## src/rtl/cfd_pkg.sv

```systemverilog
// Shared constants and controller/datapath types for the circular FIR dot product.
`default_nettype none
package cfd_pkg;

  localparam int MAX_TAPS_DEF  = 64;
  localparam int SAMPLE_BITS   = 16;
  localparam int PROD_BITS     = 2 * SAMPLE_BITS;
  localparam int OUT_BITS      = 38;
  localparam int IDX_BITS      = 6;
  localparam int TAP_CNT_BITS  = 7;
  localparam int IN_DATA_BITS  = 24;
  localparam int OUT_DATA_BITS = 40;

  localparam logic [TAP_CNT_BITS-1:0] TAP_CNT_RST = 7'd64;

  localparam logic CMD_LOAD = 1'b0;
  localparam logic CMD_PUSH = 1'b1;

  typedef struct packed {
    logic clear;
    logic load;
    logic push;
    logic issue;
    logic out_load;
  } ctl_cmd_t;

  typedef struct packed {
    logic clear_last;
    logic issue_last;
    logic pipe_busy;
    logic out_full;
  } dp_sts_t;

endpackage
`default_nettype wire

```

## src/rtl/cfd_ram.sv

```systemverilog
// Generic single-write, single-read RAM with registered read data.
`default_nettype none
module cfd_ram #(
  parameter int WIDTH = 16,
  parameter int DEPTH = 64
) (
  input  wire logic                                   clk_i,
  input  wire logic                                   we_i,
  input  wire logic [((DEPTH > 1) ? $clog2(DEPTH) : 1)-1:0] waddr_i,
  input  wire logic [WIDTH-1:0]                       wdata_i,
  input  wire logic [((DEPTH > 1) ? $clog2(DEPTH) : 1)-1:0] raddr_i,
  output logic      [WIDTH-1:0]                       rdata_o
);

  logic [WIDTH-1:0] mem_q [DEPTH];

  always_ff @(posedge clk_i) begin
    if (we_i) begin
      mem_q[waddr_i] <= wdata_i;
    end
    rdata_o <= mem_q[raddr_i];
  end

endmodule
`default_nettype wire

```

## src/rtl/cfd_ctrl.sv

```systemverilog
// Sequencing state machine: clear pass, item intake, tap loop and result hand-off.
`default_nettype none
module cfd_ctrl (
  input  wire logic              clk_i,
  input  wire logic              rst_ni,
  input  wire logic              in_valid_i,
  input  wire logic              in_cmd_i,
  output logic                   in_ready_o,
  input  wire logic              out_ready_i,
  input  wire cfd_pkg::dp_sts_t  sts_i,
  output cfd_pkg::ctl_cmd_t      cmd_o
);

  localparam logic [1:0] ST_CLEAR = 2'd0;
  localparam logic [1:0] ST_IDLE  = 2'd1;
  localparam logic [1:0] ST_RUN   = 2'd2;
  localparam logic [1:0] ST_DRAIN = 2'd3;

  logic [1:0] state_q, state_d;
  logic       accept;

  assign in_ready_o = (state_q == ST_IDLE);
  assign accept     = in_valid_i & in_ready_o;

  always_comb begin
    state_d = state_q;
    cmd_o   = '0;
    case (state_q)
      ST_CLEAR: begin
        cmd_o.clear = 1'b1;
        if (sts_i.clear_last) begin
          state_d = ST_IDLE;
        end
      end
      ST_IDLE: begin
        if (accept) begin
          if (in_cmd_i == cfd_pkg::CMD_PUSH) begin
            cmd_o.push = 1'b1;
            state_d    = ST_RUN;
          end else begin
            cmd_o.load = 1'b1;
          end
        end
      end
      ST_RUN: begin
        cmd_o.issue = 1'b1;
        if (sts_i.issue_last) begin
          state_d = ST_DRAIN;
        end
      end
      ST_DRAIN: begin
        if (!sts_i.pipe_busy && (!sts_i.out_full || out_ready_i)) begin
          cmd_o.out_load = 1'b1;
          state_d        = ST_IDLE;
        end
      end
      default: begin
        state_d = ST_IDLE;
      end
    endcase
  end

  always_ff @(posedge clk_i or negedge rst_ni) begin
    if (!rst_ni) begin
      state_q <= ST_CLEAR;
    end else begin
      state_q <= state_d;
    end
  end

endmodule
`default_nettype wire

```

## src/rtl/cfd_datapath.sv

```systemverilog
// Ring pointer, coefficient and delay RAMs, shared multiply-accumulate and output register.
`default_nettype none
module cfd_datapath #(
  parameter int MAX_TAPS = cfd_pkg::MAX_TAPS_DEF
) (
  input  wire logic                                clk_i,
  input  wire logic                                rst_ni,
  input  wire logic                                cfg_we_i,
  input  wire logic [cfd_pkg::TAP_CNT_BITS-1:0]    cfg_wdata_i,
  input  wire logic [cfd_pkg::IDX_BITS-1:0]        slot_i,
  input  wire logic [cfd_pkg::SAMPLE_BITS-1:0]     value_i,
  input  wire logic                                out_ready_i,
  output logic                                     out_valid_o,
  output logic      [cfd_pkg::OUT_BITS-1:0]        out_data_o,
  input  wire cfd_pkg::ctl_cmd_t                   cmd_i,
  output cfd_pkg::dp_sts_t                         sts_o
);

  localparam int PTR_W = (MAX_TAPS > 1) ? $clog2(MAX_TAPS) : 1;
  localparam int TW    = PTR_W + 1;
  localparam int EW    = ((cfd_pkg::TAP_CNT_BITS > TW) ? cfd_pkg::TAP_CNT_BITS : TW) + 1;
  localparam int CW    = ((cfd_pkg::IDX_BITS > TW) ? cfd_pkg::IDX_BITS : TW) + 1;
  localparam int SB    = cfd_pkg::SAMPLE_BITS;
  localparam int PB    = cfd_pkg::PROD_BITS;
  localparam int OB    = cfd_pkg::OUT_BITS;

  logic [cfd_pkg::TAP_CNT_BITS-1:0] tap_count_q;
  logic [PTR_W-1:0] clr_addr_q;
  logic [PTR_W-1:0] ptr_q, ptr_d;
  logic [TW-1:0]    taps_q, taps_cur;
  logic [PTR_W-1:0] k_q, idx_q;
  logic [TW-1:0]    idx_inc;
  logic [PTR_W-1:0] wr_pos;
  logic [TW-1:0]    pos_inc;
  logic             rd_v_q, prod_v_q;
  logic signed [PB-1:0] prod_q;
  logic [OB-1:0]    acc_q;
  logic [OB-1:0]    out_q;
  logic             out_v_q;

  logic             coef_we, dly_we;
  logic [PTR_W-1:0] coef_waddr, dly_waddr;
  logic [SB-1:0]    coef_wdata, dly_wdata;
  logic [SB-1:0]    coef_rdata, dly_rdata;
  logic             slot_ok;

  // Active tap count: zero means one, clipped to the ring size.
  always_comb begin
    if (tap_count_q == '0) begin
      taps_cur = TW'(1);
    end else if (EW'(tap_count_q) > EW'(MAX_TAPS)) begin
      taps_cur = TW'(MAX_TAPS);
    end else begin
      taps_cur = TW'(tap_count_q);
    end
  end

  assign wr_pos  = (TW'(ptr_q) >= taps_cur) ? '0 : ptr_q;
  assign pos_inc = TW'(wr_pos) + TW'(1);
  assign ptr_d   = (pos_inc >= taps_cur) ? '0 : pos_inc[PTR_W-1:0];
  assign idx_inc = TW'(idx_q) + TW'(1);

  assign slot_ok    = CW'(slot_i) < CW'(MAX_TAPS);
  assign coef_we    = cmd_i.clear | (cmd_i.load & slot_ok);
  assign coef_waddr = cmd_i.clear ? clr_addr_q : PTR_W'(slot_i);
  assign coef_wdata = cmd_i.clear ? '0 : value_i;
  assign dly_we     = cmd_i.clear | cmd_i.push;
  assign dly_waddr  = cmd_i.clear ? clr_addr_q : wr_pos;
  assign dly_wdata  = cmd_i.clear ? '0 : value_i;

  cfd_ram #(
    .WIDTH (SB),
    .DEPTH (MAX_TAPS)
  ) u_coef_ram (
    .clk_i   (clk_i),
    .we_i    (coef_we),
    .waddr_i (coef_waddr),
    .wdata_i (coef_wdata),
    .raddr_i (k_q),
    .rdata_o (coef_rdata)
  );

  cfd_ram #(
    .WIDTH (SB),
    .DEPTH (MAX_TAPS)
  ) u_dly_ram (
    .clk_i   (clk_i),
    .we_i    (dly_we),
    .waddr_i (dly_waddr),
    .wdata_i (dly_wdata),
    .raddr_i (idx_q),
    .rdata_o (dly_rdata)
  );

  always_ff @(posedge clk_i or negedge rst_ni) begin
    if (!rst_ni) begin
      tap_count_q <= cfd_pkg::TAP_CNT_RST;
      clr_addr_q  <= '0;
      ptr_q       <= '0;
      rd_v_q      <= 1'b0;
      prod_v_q    <= 1'b0;
      out_v_q     <= 1'b0;
    end else begin
      if (cfg_we_i) begin
        tap_count_q <= cfg_wdata_i;
      end
      if (cmd_i.clear) begin
        clr_addr_q <= clr_addr_q + PTR_W'(1);
      end
      if (cmd_i.push) begin
        ptr_q <= ptr_d;
      end
      rd_v_q   <= cmd_i.issue;
      prod_v_q <= rd_v_q;
      if (cmd_i.out_load) begin
        out_v_q <= 1'b1;
      end else if (out_ready_i) begin
        out_v_q <= 1'b0;
      end
    end
  end

  always_ff @(posedge clk_i) begin
    if (cmd_i.push) begin
      taps_q <= taps_cur;
      k_q    <= '0;
      idx_q  <= ptr_d;
      acc_q  <= '0;
    end else begin
      if (cmd_i.issue) begin
        k_q   <= k_q + PTR_W'(1);
        idx_q <= (idx_inc >= taps_q) ? '0 : idx_inc[PTR_W-1:0];
      end
      if (prod_v_q) begin
        acc_q <= acc_q + {{(OB - PB){prod_q[PB-1]}}, prod_q};
      end
    end
    prod_q <= $signed(coef_rdata) * $signed(dly_rdata);
    if (cmd_i.out_load) begin
      out_q <= acc_q;
    end
  end

  assign sts_o.clear_last = (clr_addr_q == PTR_W'(MAX_TAPS - 1));
  assign sts_o.issue_last = (TW'(k_q) == (taps_q - TW'(1)));
  assign sts_o.pipe_busy  = rd_v_q | prod_v_q;
  assign sts_o.out_full   = out_v_q;

  assign out_valid_o = out_v_q;
  assign out_data_o  = out_q;

`ifndef SYNTH
  a_out_free: assert property (@(posedge clk_i) disable iff (!rst_ni)
    cmd_i.out_load |-> (!out_v_q || out_ready_i))
    else $error("result overwrote an unread beat");
  a_cmd_excl: assert property (@(posedge clk_i) disable iff (!rst_ni)
    (cmd_i.push || cmd_i.load) |-> !(cmd_i.clear || cmd_i.issue))
    else $error("item intake overlapped clear or tap loop");
  a_idx_range: assert property (@(posedge clk_i) disable iff (!rst_ni)
    cmd_i.issue |-> (TW'(idx_q) < taps_q && TW'(k_q) < taps_q))
    else $error("tap read address out of ring");
  a_acc_done: assert property (@(posedge clk_i) disable iff (!rst_ni)
    $rose(out_v_q) |-> $past(!(rd_v_q || prod_v_q)))
    else $error("result loaded before accumulation finished");
`endif

endmodule
`default_nettype wire

```

## src/rtl/circular_fir_dot_product.sv

```systemverilog
// Top level of the circular-buffer FIR dot product: controller plus datapath.
//
//  channel  | direction | beat carries
//  s_axis   | in        | tuser: command; tdata: coeff_index, value
//  m_axis   | out       | tdata: filter_out
//  cfg      | in        | tap_count write
//
// After reset both RAMs are zeroed, one entry a cycle; s_axis_tready stays low meanwhile.
// A load beat leaves the controller idle. A push beat holds s_axis_tready low until its
// result is loaded: one multiply-accumulate per tap through the shared multiplier, read
// from the coefficient and delay RAM ports, then the RAM read, product and accumulate
// registers drain. The result waits in an output register; a stalled m_axis holds the
// next push at its hand-off, refusing all beats meanwhile; loads before that push are taken.
`default_nettype none
module circular_fir_dot_product #(
  parameter int MAX_TAPS = cfd_pkg::MAX_TAPS_DEF
) (
  input  wire logic                                  clk_i,
  input  wire logic                                  rst_ni,
  input  wire logic                                  cfg_we_i,
  input  wire logic [cfd_pkg::TAP_CNT_BITS-1:0]      cfg_wdata_i,   // tap_count
  input  wire logic                                  s_axis_tvalid,
  output logic                                       s_axis_tready,
  input  wire logic [cfd_pkg::IN_DATA_BITS-1:0]      s_axis_tdata,  // coeff_index[5:0], value[21:6]
  input  wire logic                                  s_axis_tuser,  // command
  output logic                                       m_axis_tvalid,
  input  wire logic                                  m_axis_tready,
  output logic      [cfd_pkg::OUT_DATA_BITS-1:0]     m_axis_tdata   // filter_out[37:0]
);

  cfd_pkg::ctl_cmd_t                cmd;
  cfd_pkg::dp_sts_t                 sts;
  logic [cfd_pkg::OUT_BITS-1:0]     filter_out;

  cfd_ctrl u_ctrl (
    .clk_i       (clk_i),
    .rst_ni      (rst_ni),
    .in_valid_i  (s_axis_tvalid),
    .in_cmd_i    (s_axis_tuser),
    .in_ready_o  (s_axis_tready),
    .out_ready_i (m_axis_tready),
    .sts_i       (sts),
    .cmd_o       (cmd)
  );

  cfd_datapath #(
    .MAX_TAPS (MAX_TAPS)
  ) u_datapath (
    .clk_i       (clk_i),
    .rst_ni      (rst_ni),
    .cfg_we_i    (cfg_we_i),
    .cfg_wdata_i (cfg_wdata_i),
    .slot_i      (s_axis_tdata[cfd_pkg::IDX_BITS-1:0]),
    .value_i     (s_axis_tdata[cfd_pkg::IDX_BITS +: cfd_pkg::SAMPLE_BITS]),
    .out_ready_i (m_axis_tready),
    .out_valid_o (m_axis_tvalid),
    .out_data_o  (filter_out),
    .cmd_i       (cmd),
    .sts_o       (sts)
  );

  assign m_axis_tdata = {{(cfd_pkg::OUT_DATA_BITS - cfd_pkg::OUT_BITS){1'b0}}, filter_out};

endmodule
`default_nettype wire

```

## config.mk

```make
export PLATFORM = sky130hd
export DESIGN_NAME = circular_fir_dot_product
export DESIGN_NICKNAME = d
export VERILOG_FILES = /design/src/rtl/cfd_pkg.sv /design/src/rtl/cfd_ram.sv /design/src/rtl/cfd_ctrl.sv /design/src/rtl/cfd_datapath.sv /design/src/rtl/circular_fir_dot_product.sv
export SDC_FILE = /design/constraint.sdc
export NUM_CORES = 2
export LEC_CHECK = 0
export BUFFER_PORTS_ARGS = -buffer_cell sky130_fd_sc_hd__buf_2
export CAP_MARGIN = 20
export CORE_ASPECT_RATIO = 0.7
export CORE_MARGIN = 3
export CORE_UTILIZATION = 25
export CTS_BUF_LIST = sky130_fd_sc_hd__clkbuf_16
export CTS_CLUSTER_DIAMETER = 30
export DETAILED_ROUTE_END_ITERATION = 8
export PLACE_DENSITY = 0.51
export SYNTH_ARGS = -nofsm -noshare
export SYNTH_HDL_FRONTEND = slang
export SYNTH_HIERARCHICAL = 1
export SYNTH_SLANG_ARGS = --single-unit
```

## constraint.sdc

```tcl
create_clock -name clk_i -period 5.9 [get_ports clk_i]
set_clock_uncertainty 0.05 [all_clocks]
set_input_delay 0.295 -clock clk_i [delete_from_list [all_inputs] [get_ports clk_i]]
set_output_delay 0.295 -clock clk_i [all_outputs]
set_load 0.05 [all_outputs]
```

---- Word-level counts from Yosys, hierarchy flattened ----
Memories as Yosys holds them, arrays and structs flattened. A register that Yosys moved wholly into a read port is not among the register bits.
Cells that the tools add are included.
word-level totals
  word-level logic and storage cells ...... 79
  memories kept ........................... 2
  flip-flop bits (word level) ............. 151
  output and inout bits ................... 42
  bits of input ports ..................... 37
  RAM bits ................................ 2048
memory list
  name                         depth  bits a word  rd ports  clocked after Yosys merged registers in  wr ports  RTL line       RTL
  u_datapath.u_coef_ram.mem_q  64     16           1         1                                        1         cfd_ram.sv:15  logic [WIDTH-1:0] mem_q [DEPTH];
  u_datapath.u_dly_ram.mem_q   64     16           1         1                                        1         cfd_ram.sv:15
cells by class
  magnitude comparators ................... 4
  bitwise operators ....................... 4
  equal/unequal tests ..................... 10
  muxes and demuxes ....................... 30
  add/subtract/negate cells ............... 6
  multipliers ............................. 1
  reduce and logical (&&, ||, !) cells .... 9
operators with widths
  operator             number
  $mux 6               7
  $add 38x38->38       1
  $mul 16x16->32       1
  $mux 16              1
  $add 6x1->7 const B  2
  $ge 7x7->1           2
  $mux 2               7
  $mux 7               2
  $add 6x1->6 const B  2
  $mux 1               12
  $ne 2x2->1 const B   4
  $pmux 2 s4           1
  $eq 6x7->1           1
  $ge 6x7->1           1
  $gt 7x7->1 const B   1
  $logic_not 7->1      1
  $sub 7x1->7 const B  1
  $eq 6x6->1 const B   1
  $reduce_and 5->1     1
  $eq 2x2->1 const B   2
  $reduce_bool 2->1    2
  $or 1x1->1           3
  $eq 2x1->1 const B   1
  $logic_not 1->1      2
  other kinds (5)      5

---- Depth between registers and ports, before layout ----
  depth in word-level cells ............... 9
  mapped depth ............................ 24
  gate-level depth less buffers ........... 23

---- Modules after synthesis ----
Netlist, hierarchy kept.
modules (own cells, without submodules)
  module                    area each (µm²)  times used  sequential area each (µm²)  cells an instance
  cfd_ram                   40042.2          2           31069.8                     1829
  cfd_datapath              17362.9          1           3604.7                      1812
  cfd_ctrl                  190.2            1           50.0                        21
  circular_fir_dot_product  18.8             1           0.0                         3

---- Least setup slack after synthesis ----
No wires, ideal clock.
  path type ............................... register to register
  from .................................... reg u_datapath.u_dly_ram.rdata_o[1] (read register of u_datapath.u_dly_ram.mem_q)
  to ...................................... reg u_datapath.prod_q[31]
  data required time ...................... 5.727 ns
  period minus slack after synthesis ...... 6.054 ns
  library setup time ...................... 0.123 ns
  data arrival time ....................... 5.881 ns
  path buffers ............................ 1
  setup slack ............................. -0.154 ns
  cell stages (with the launch flop) ...... 22
  path through ............................ dfxtp_1 > clkbuf_1 > nand2_1 > inv_1 > fa_1 > inv_1 > fa_1 > fa_1 > fa_1 > fa_1 > fa_1 > inv_1 > ha_1 > a21o_1 > a21o_1 > or3_1 > o221a_4 > o211a_1 > o21a_1 > nor2_2 > o31ai_1 > xnor2_1
between the ends
  longest elaborated chain between the ends .. 1
RTL lines
  item                  RTL line             RTL
  from (decl)           cfd_ram.sv:12        output logic [WIDTH-1:0] rdata_o
  $mul 16x16->32        cfd_datapath.sv:138  prod_q <= $signed(coef_rdata) * $signed(dly_rdata);
  to (signal assigned)  cfd_datapath.sv:138
  to (decl)             cfd_datapath.sv:36   logic signed [PB-1:0] prod_q;
Every way passes these cells.
A chain may end at the register's enable or synchronous reset.

---- Worst setup path in the final report ----
  from .................................... reg u_datapath.u_dly_ram.rdata_o[4] (read register of u_datapath.u_dly_ram.mem_q)
  to ...................................... reg u_datapath.prod_q[31]
The elaborated chain is that of the path after synthesis.

==> impl_metrics.toml <==
[run_status]
status = "finished with violations"
failed_checks = "negative setup slack"

[sta]
period_needed_ps = 5940
slew_violations = 0
setup_viol = 1
fin_ws_ps = -43.9
fin_crit_sh = 1.01
worstMarginPinSlew_ps = 1150
slew_headroom = 0.233
hold_violations = 0
fmax_mhz = 168
rsz0062_at_grt = "yes"

[placement]
dpl.hpwl_um = 165000
port_buffers = 74
place_ws_ps = -275
gp_congestion = 0.837

[layout]
area_growth_pct = 22.5
drive_gt1_frac = 0.263
fillCellCount = 37700
final_nets = 6507

[critical_path]
startpoint_type = "flop"
r2r_cells = 20
arrival_ps = 6560
cp_data_required_time_ps = 6510
crit_path_end_kind = "flop"
worstPathMaxFanout = 5
crit_type = "flop to flop"

[hold_path]
holdPathStages = 3
hold_path_class = "primary input to flop"

[grt]
grt_pass1_vias = 53500
grt_util_all_layers = 0.127
antenna_found_initial = 13
grt_max_degree = 129
grt_pass1_wl_um = 379000
overflow = 0

[synthesis]
syn-mean-instance-area_sq_um = 17.8
yosys.area_share.simple = 0.0470
synth-edff-count = 2099
synth_area_leader_cell = "edfxtp_1"
yosysWarnings = 6
synth.distinct_cells = 85
synth_top_family_by_area = "multiplexers"
synth.area.top_cells = "edfxtp_1 (65%), mux4_2 (10%), fa_1 (5.4%)"
netlist.area_leader.share = 0.645
synth.area.mux_share = 0.131
synth_xor_area_frac = 0.00816
synth_flop_cell = "edfxtp_1"
netlist_area_sq_um = 97700
synthAdderAreaFrac = 0.0729
synth_commonest_cells = "edfxtp_1 (2099), mux4_2 (440), inv_1 (351)"
async_flop_share = 0.0108
synth_compound_area_frac = 0.0364
yosysSeqAreaShare = 0.674
ys_seq_elements = 2231
synth_most_common_cell = "edfxtp_1"
netlist_instances = 5494

[cts]
cts_tree = "done"
clkLatencyLatePin_ps = 910
cts_root_buffer = "clkbuf_16"
htree_levels = 5
numCtsBuffers = 391
path_clk_slew_ps = 50
clock_sinks = 2231
clockBufferDepth = 4

[die]
initial_core_util = 0.252
die_w_um = 753
die_y_um = 529
ios = 79
dieArea_sq_um = 398000
core_area_sq_um = 388000
std_cell_rows = 191

[drt]
route.detailed.wl_per_inst_um = 22.4
via_per_inst = 4.49
drt-pass1-iter-count = 6
drc = 0
vias = 52100
drtIter0Drc = 4906
drt-total-wl_um = 259000
ant_nets = 0

[flow_run]
cap_violations = 0
## layout by cell type (no fill, tap or decap), types with 17 or more instances in the layout
cell type	netlist	routed
bufinv_16	0	47
buf_4	29	286
clkinv_1	0	55
dfrtp_1	23	22
dlygate4sd3_1	0	26
ha_1	148	141
buf_2	72	74
clkbuf_16	0	398
xnor2_1	57	57
mux2i_1	192	192
dfxtp_1	108	81
clkinv_4	0	24
nand2_1	296	290
nand4_1	33	33
nand2b_1	18	18
a21oi_1	87	81
a221oi_1	32	32
nand3_1	67	67
clkinv_2	0	69
clkinvlp_4	0	39
a22oi_1	79	79
a31oi_1	26	26
a211o_1	21	21
inv_6	0	21
nor2_1	241	235
nor2b_1	83	63
mux4_2	440	440
inv_1	351	389
a211oi_1	30	30
xor2_1	34	34
edfxtp_1	2099	2099
and2_1	135	130
fa_1	263	247
buf_12	10	34
a22o_1	17	17
dfxtp_2	0	18
o21ai_0	50	47
a21o_1	40	40
mux2_2	66	66
## registers in the layout (all words and copies together) (netlist names), 7 cells and up
register	cells
u_datapath/u_coef_ram/mem_q	1024
u_datapath/u_dly_ram/mem_q	1024
u_datapath/acc_q	38
u_datapath/out_data_o	38
u_datapath/prod_q	32
u_datapath/u_coef_ram/rdata_o	16
u_datapath/u_dly_ram/rdata_o	16
u_datapath/tap_count_q	7
u_datapath/taps_q	7
## logic make-up (layout without fill, tap and decap cells)
| kind of cell | count (synthesis) | in the layout |
|---|---|---|
| other cells | 1 | 8 |
| buf+inv | 613 | 1505 |
| mux | 707 | 707 |
| xor+xnor | 91 | 91 |
| flops | 2231 | 2231 |
| fa+ha+maj | 411 | 411 |
| compound gates | 492 | 492 |
| simple gates | 948 | 948 |
## stage by stage
stage	cell area [sq um]	TNS, ps	std cells	util	hold slack [ps]
final	120000	-43.9	11600	0.309	40.0
after global routing	120000	-728	11600	0.309	50.2
after CTS	119000	-93.8	11600	0.308	18.1
after detailed placement	106000	-925	10800	0.273	308
after global placement	106000	-795	10800	0.273	307
after floorplan	97700	0	5495	-	-50.6
## routing by layer
| metal | wire (um) | global-route usage | vias up |
|---|---|---|---|
| met1 | 122000 | 0.192 | 27500 |
| met5 | 13 | 0 | - |
| met4 | 5450 | 0.0300 | 2 |
| met2 | 112000 | 0.188 | 1782 |
| li1 | - | - | 22500 |
| met3 | 19400 | 0.0251 | 363 |
## final timing paths
path,from,end,slack (ps)
worst max-delay path,u_datapath/u_dly_ram/rdata_o[4],u_datapath/prod_q[31],-40
worst min-delay path,s_axis_tdata[20],u_datapath/u_coef_ram/mem_q[50][14],40
worst max register to register,u_datapath/u_dly_ram/rdata_o[4],u_datapath/prod_q[31],-40
worst min register to register,u_datapath/rd_v_q,u_datapath/prod_v_q,300
max in group asynchronous,rst_ni,u_datapath/out_valid_o,3670
min in group asynchronous,rst_ni,u_datapath/ptr_q[5],470
## timing repair
item,in CTS,in global routing
buffers inserted,3,1
resized for setup,51,56
hold buffers,25,1
cloned,1,0
hold endpoints to repair,135,1
pin swaps,34,19
setup endpoints to repair,8,13
## critical path: stages (launching register included)
cell and delay, ps:
dfxtp_4 370, buf_4 120, nand2_1 120, buf_4 170, fa_1 510, fa_1 580, fa_2 450, fa_1 550
fa_1 430, fa_1 490, inv_1 60, ha_4 220, a21o_1 170, a21o_1 180, or3_1 320, o221a_4 260
o211a_1 220, o21a_1 170, nor2_2 110, o31ai_2 80, xnor2_1 130
## final cells by class
| type | count | area [sq um] | area share |
|---|---|---|---|
| Antenna cell | 6 | 15.0 | 0.000125 |
| Clock buffer | 398 | 9960 | 0.0832 |
| Clock inverter | 323 | 3130 | 0.0262 |
| Inverter | 351 | 1320 | 0.0110 |
| Multi-Input combinational cell | 2651 | 29300 | 0.245 |
| Sequential cell | 2231 | 65900 | 0.550 |
| Tap cell | 5211 | 6520 | 0.0545 |
| Timing Repair Buffer | 433 | 3600 | 0.0301 |
Power is left out: the tool's default activity adds up to more than one toggle a clock period on the data nets, which glitch-free logic cannot reach.
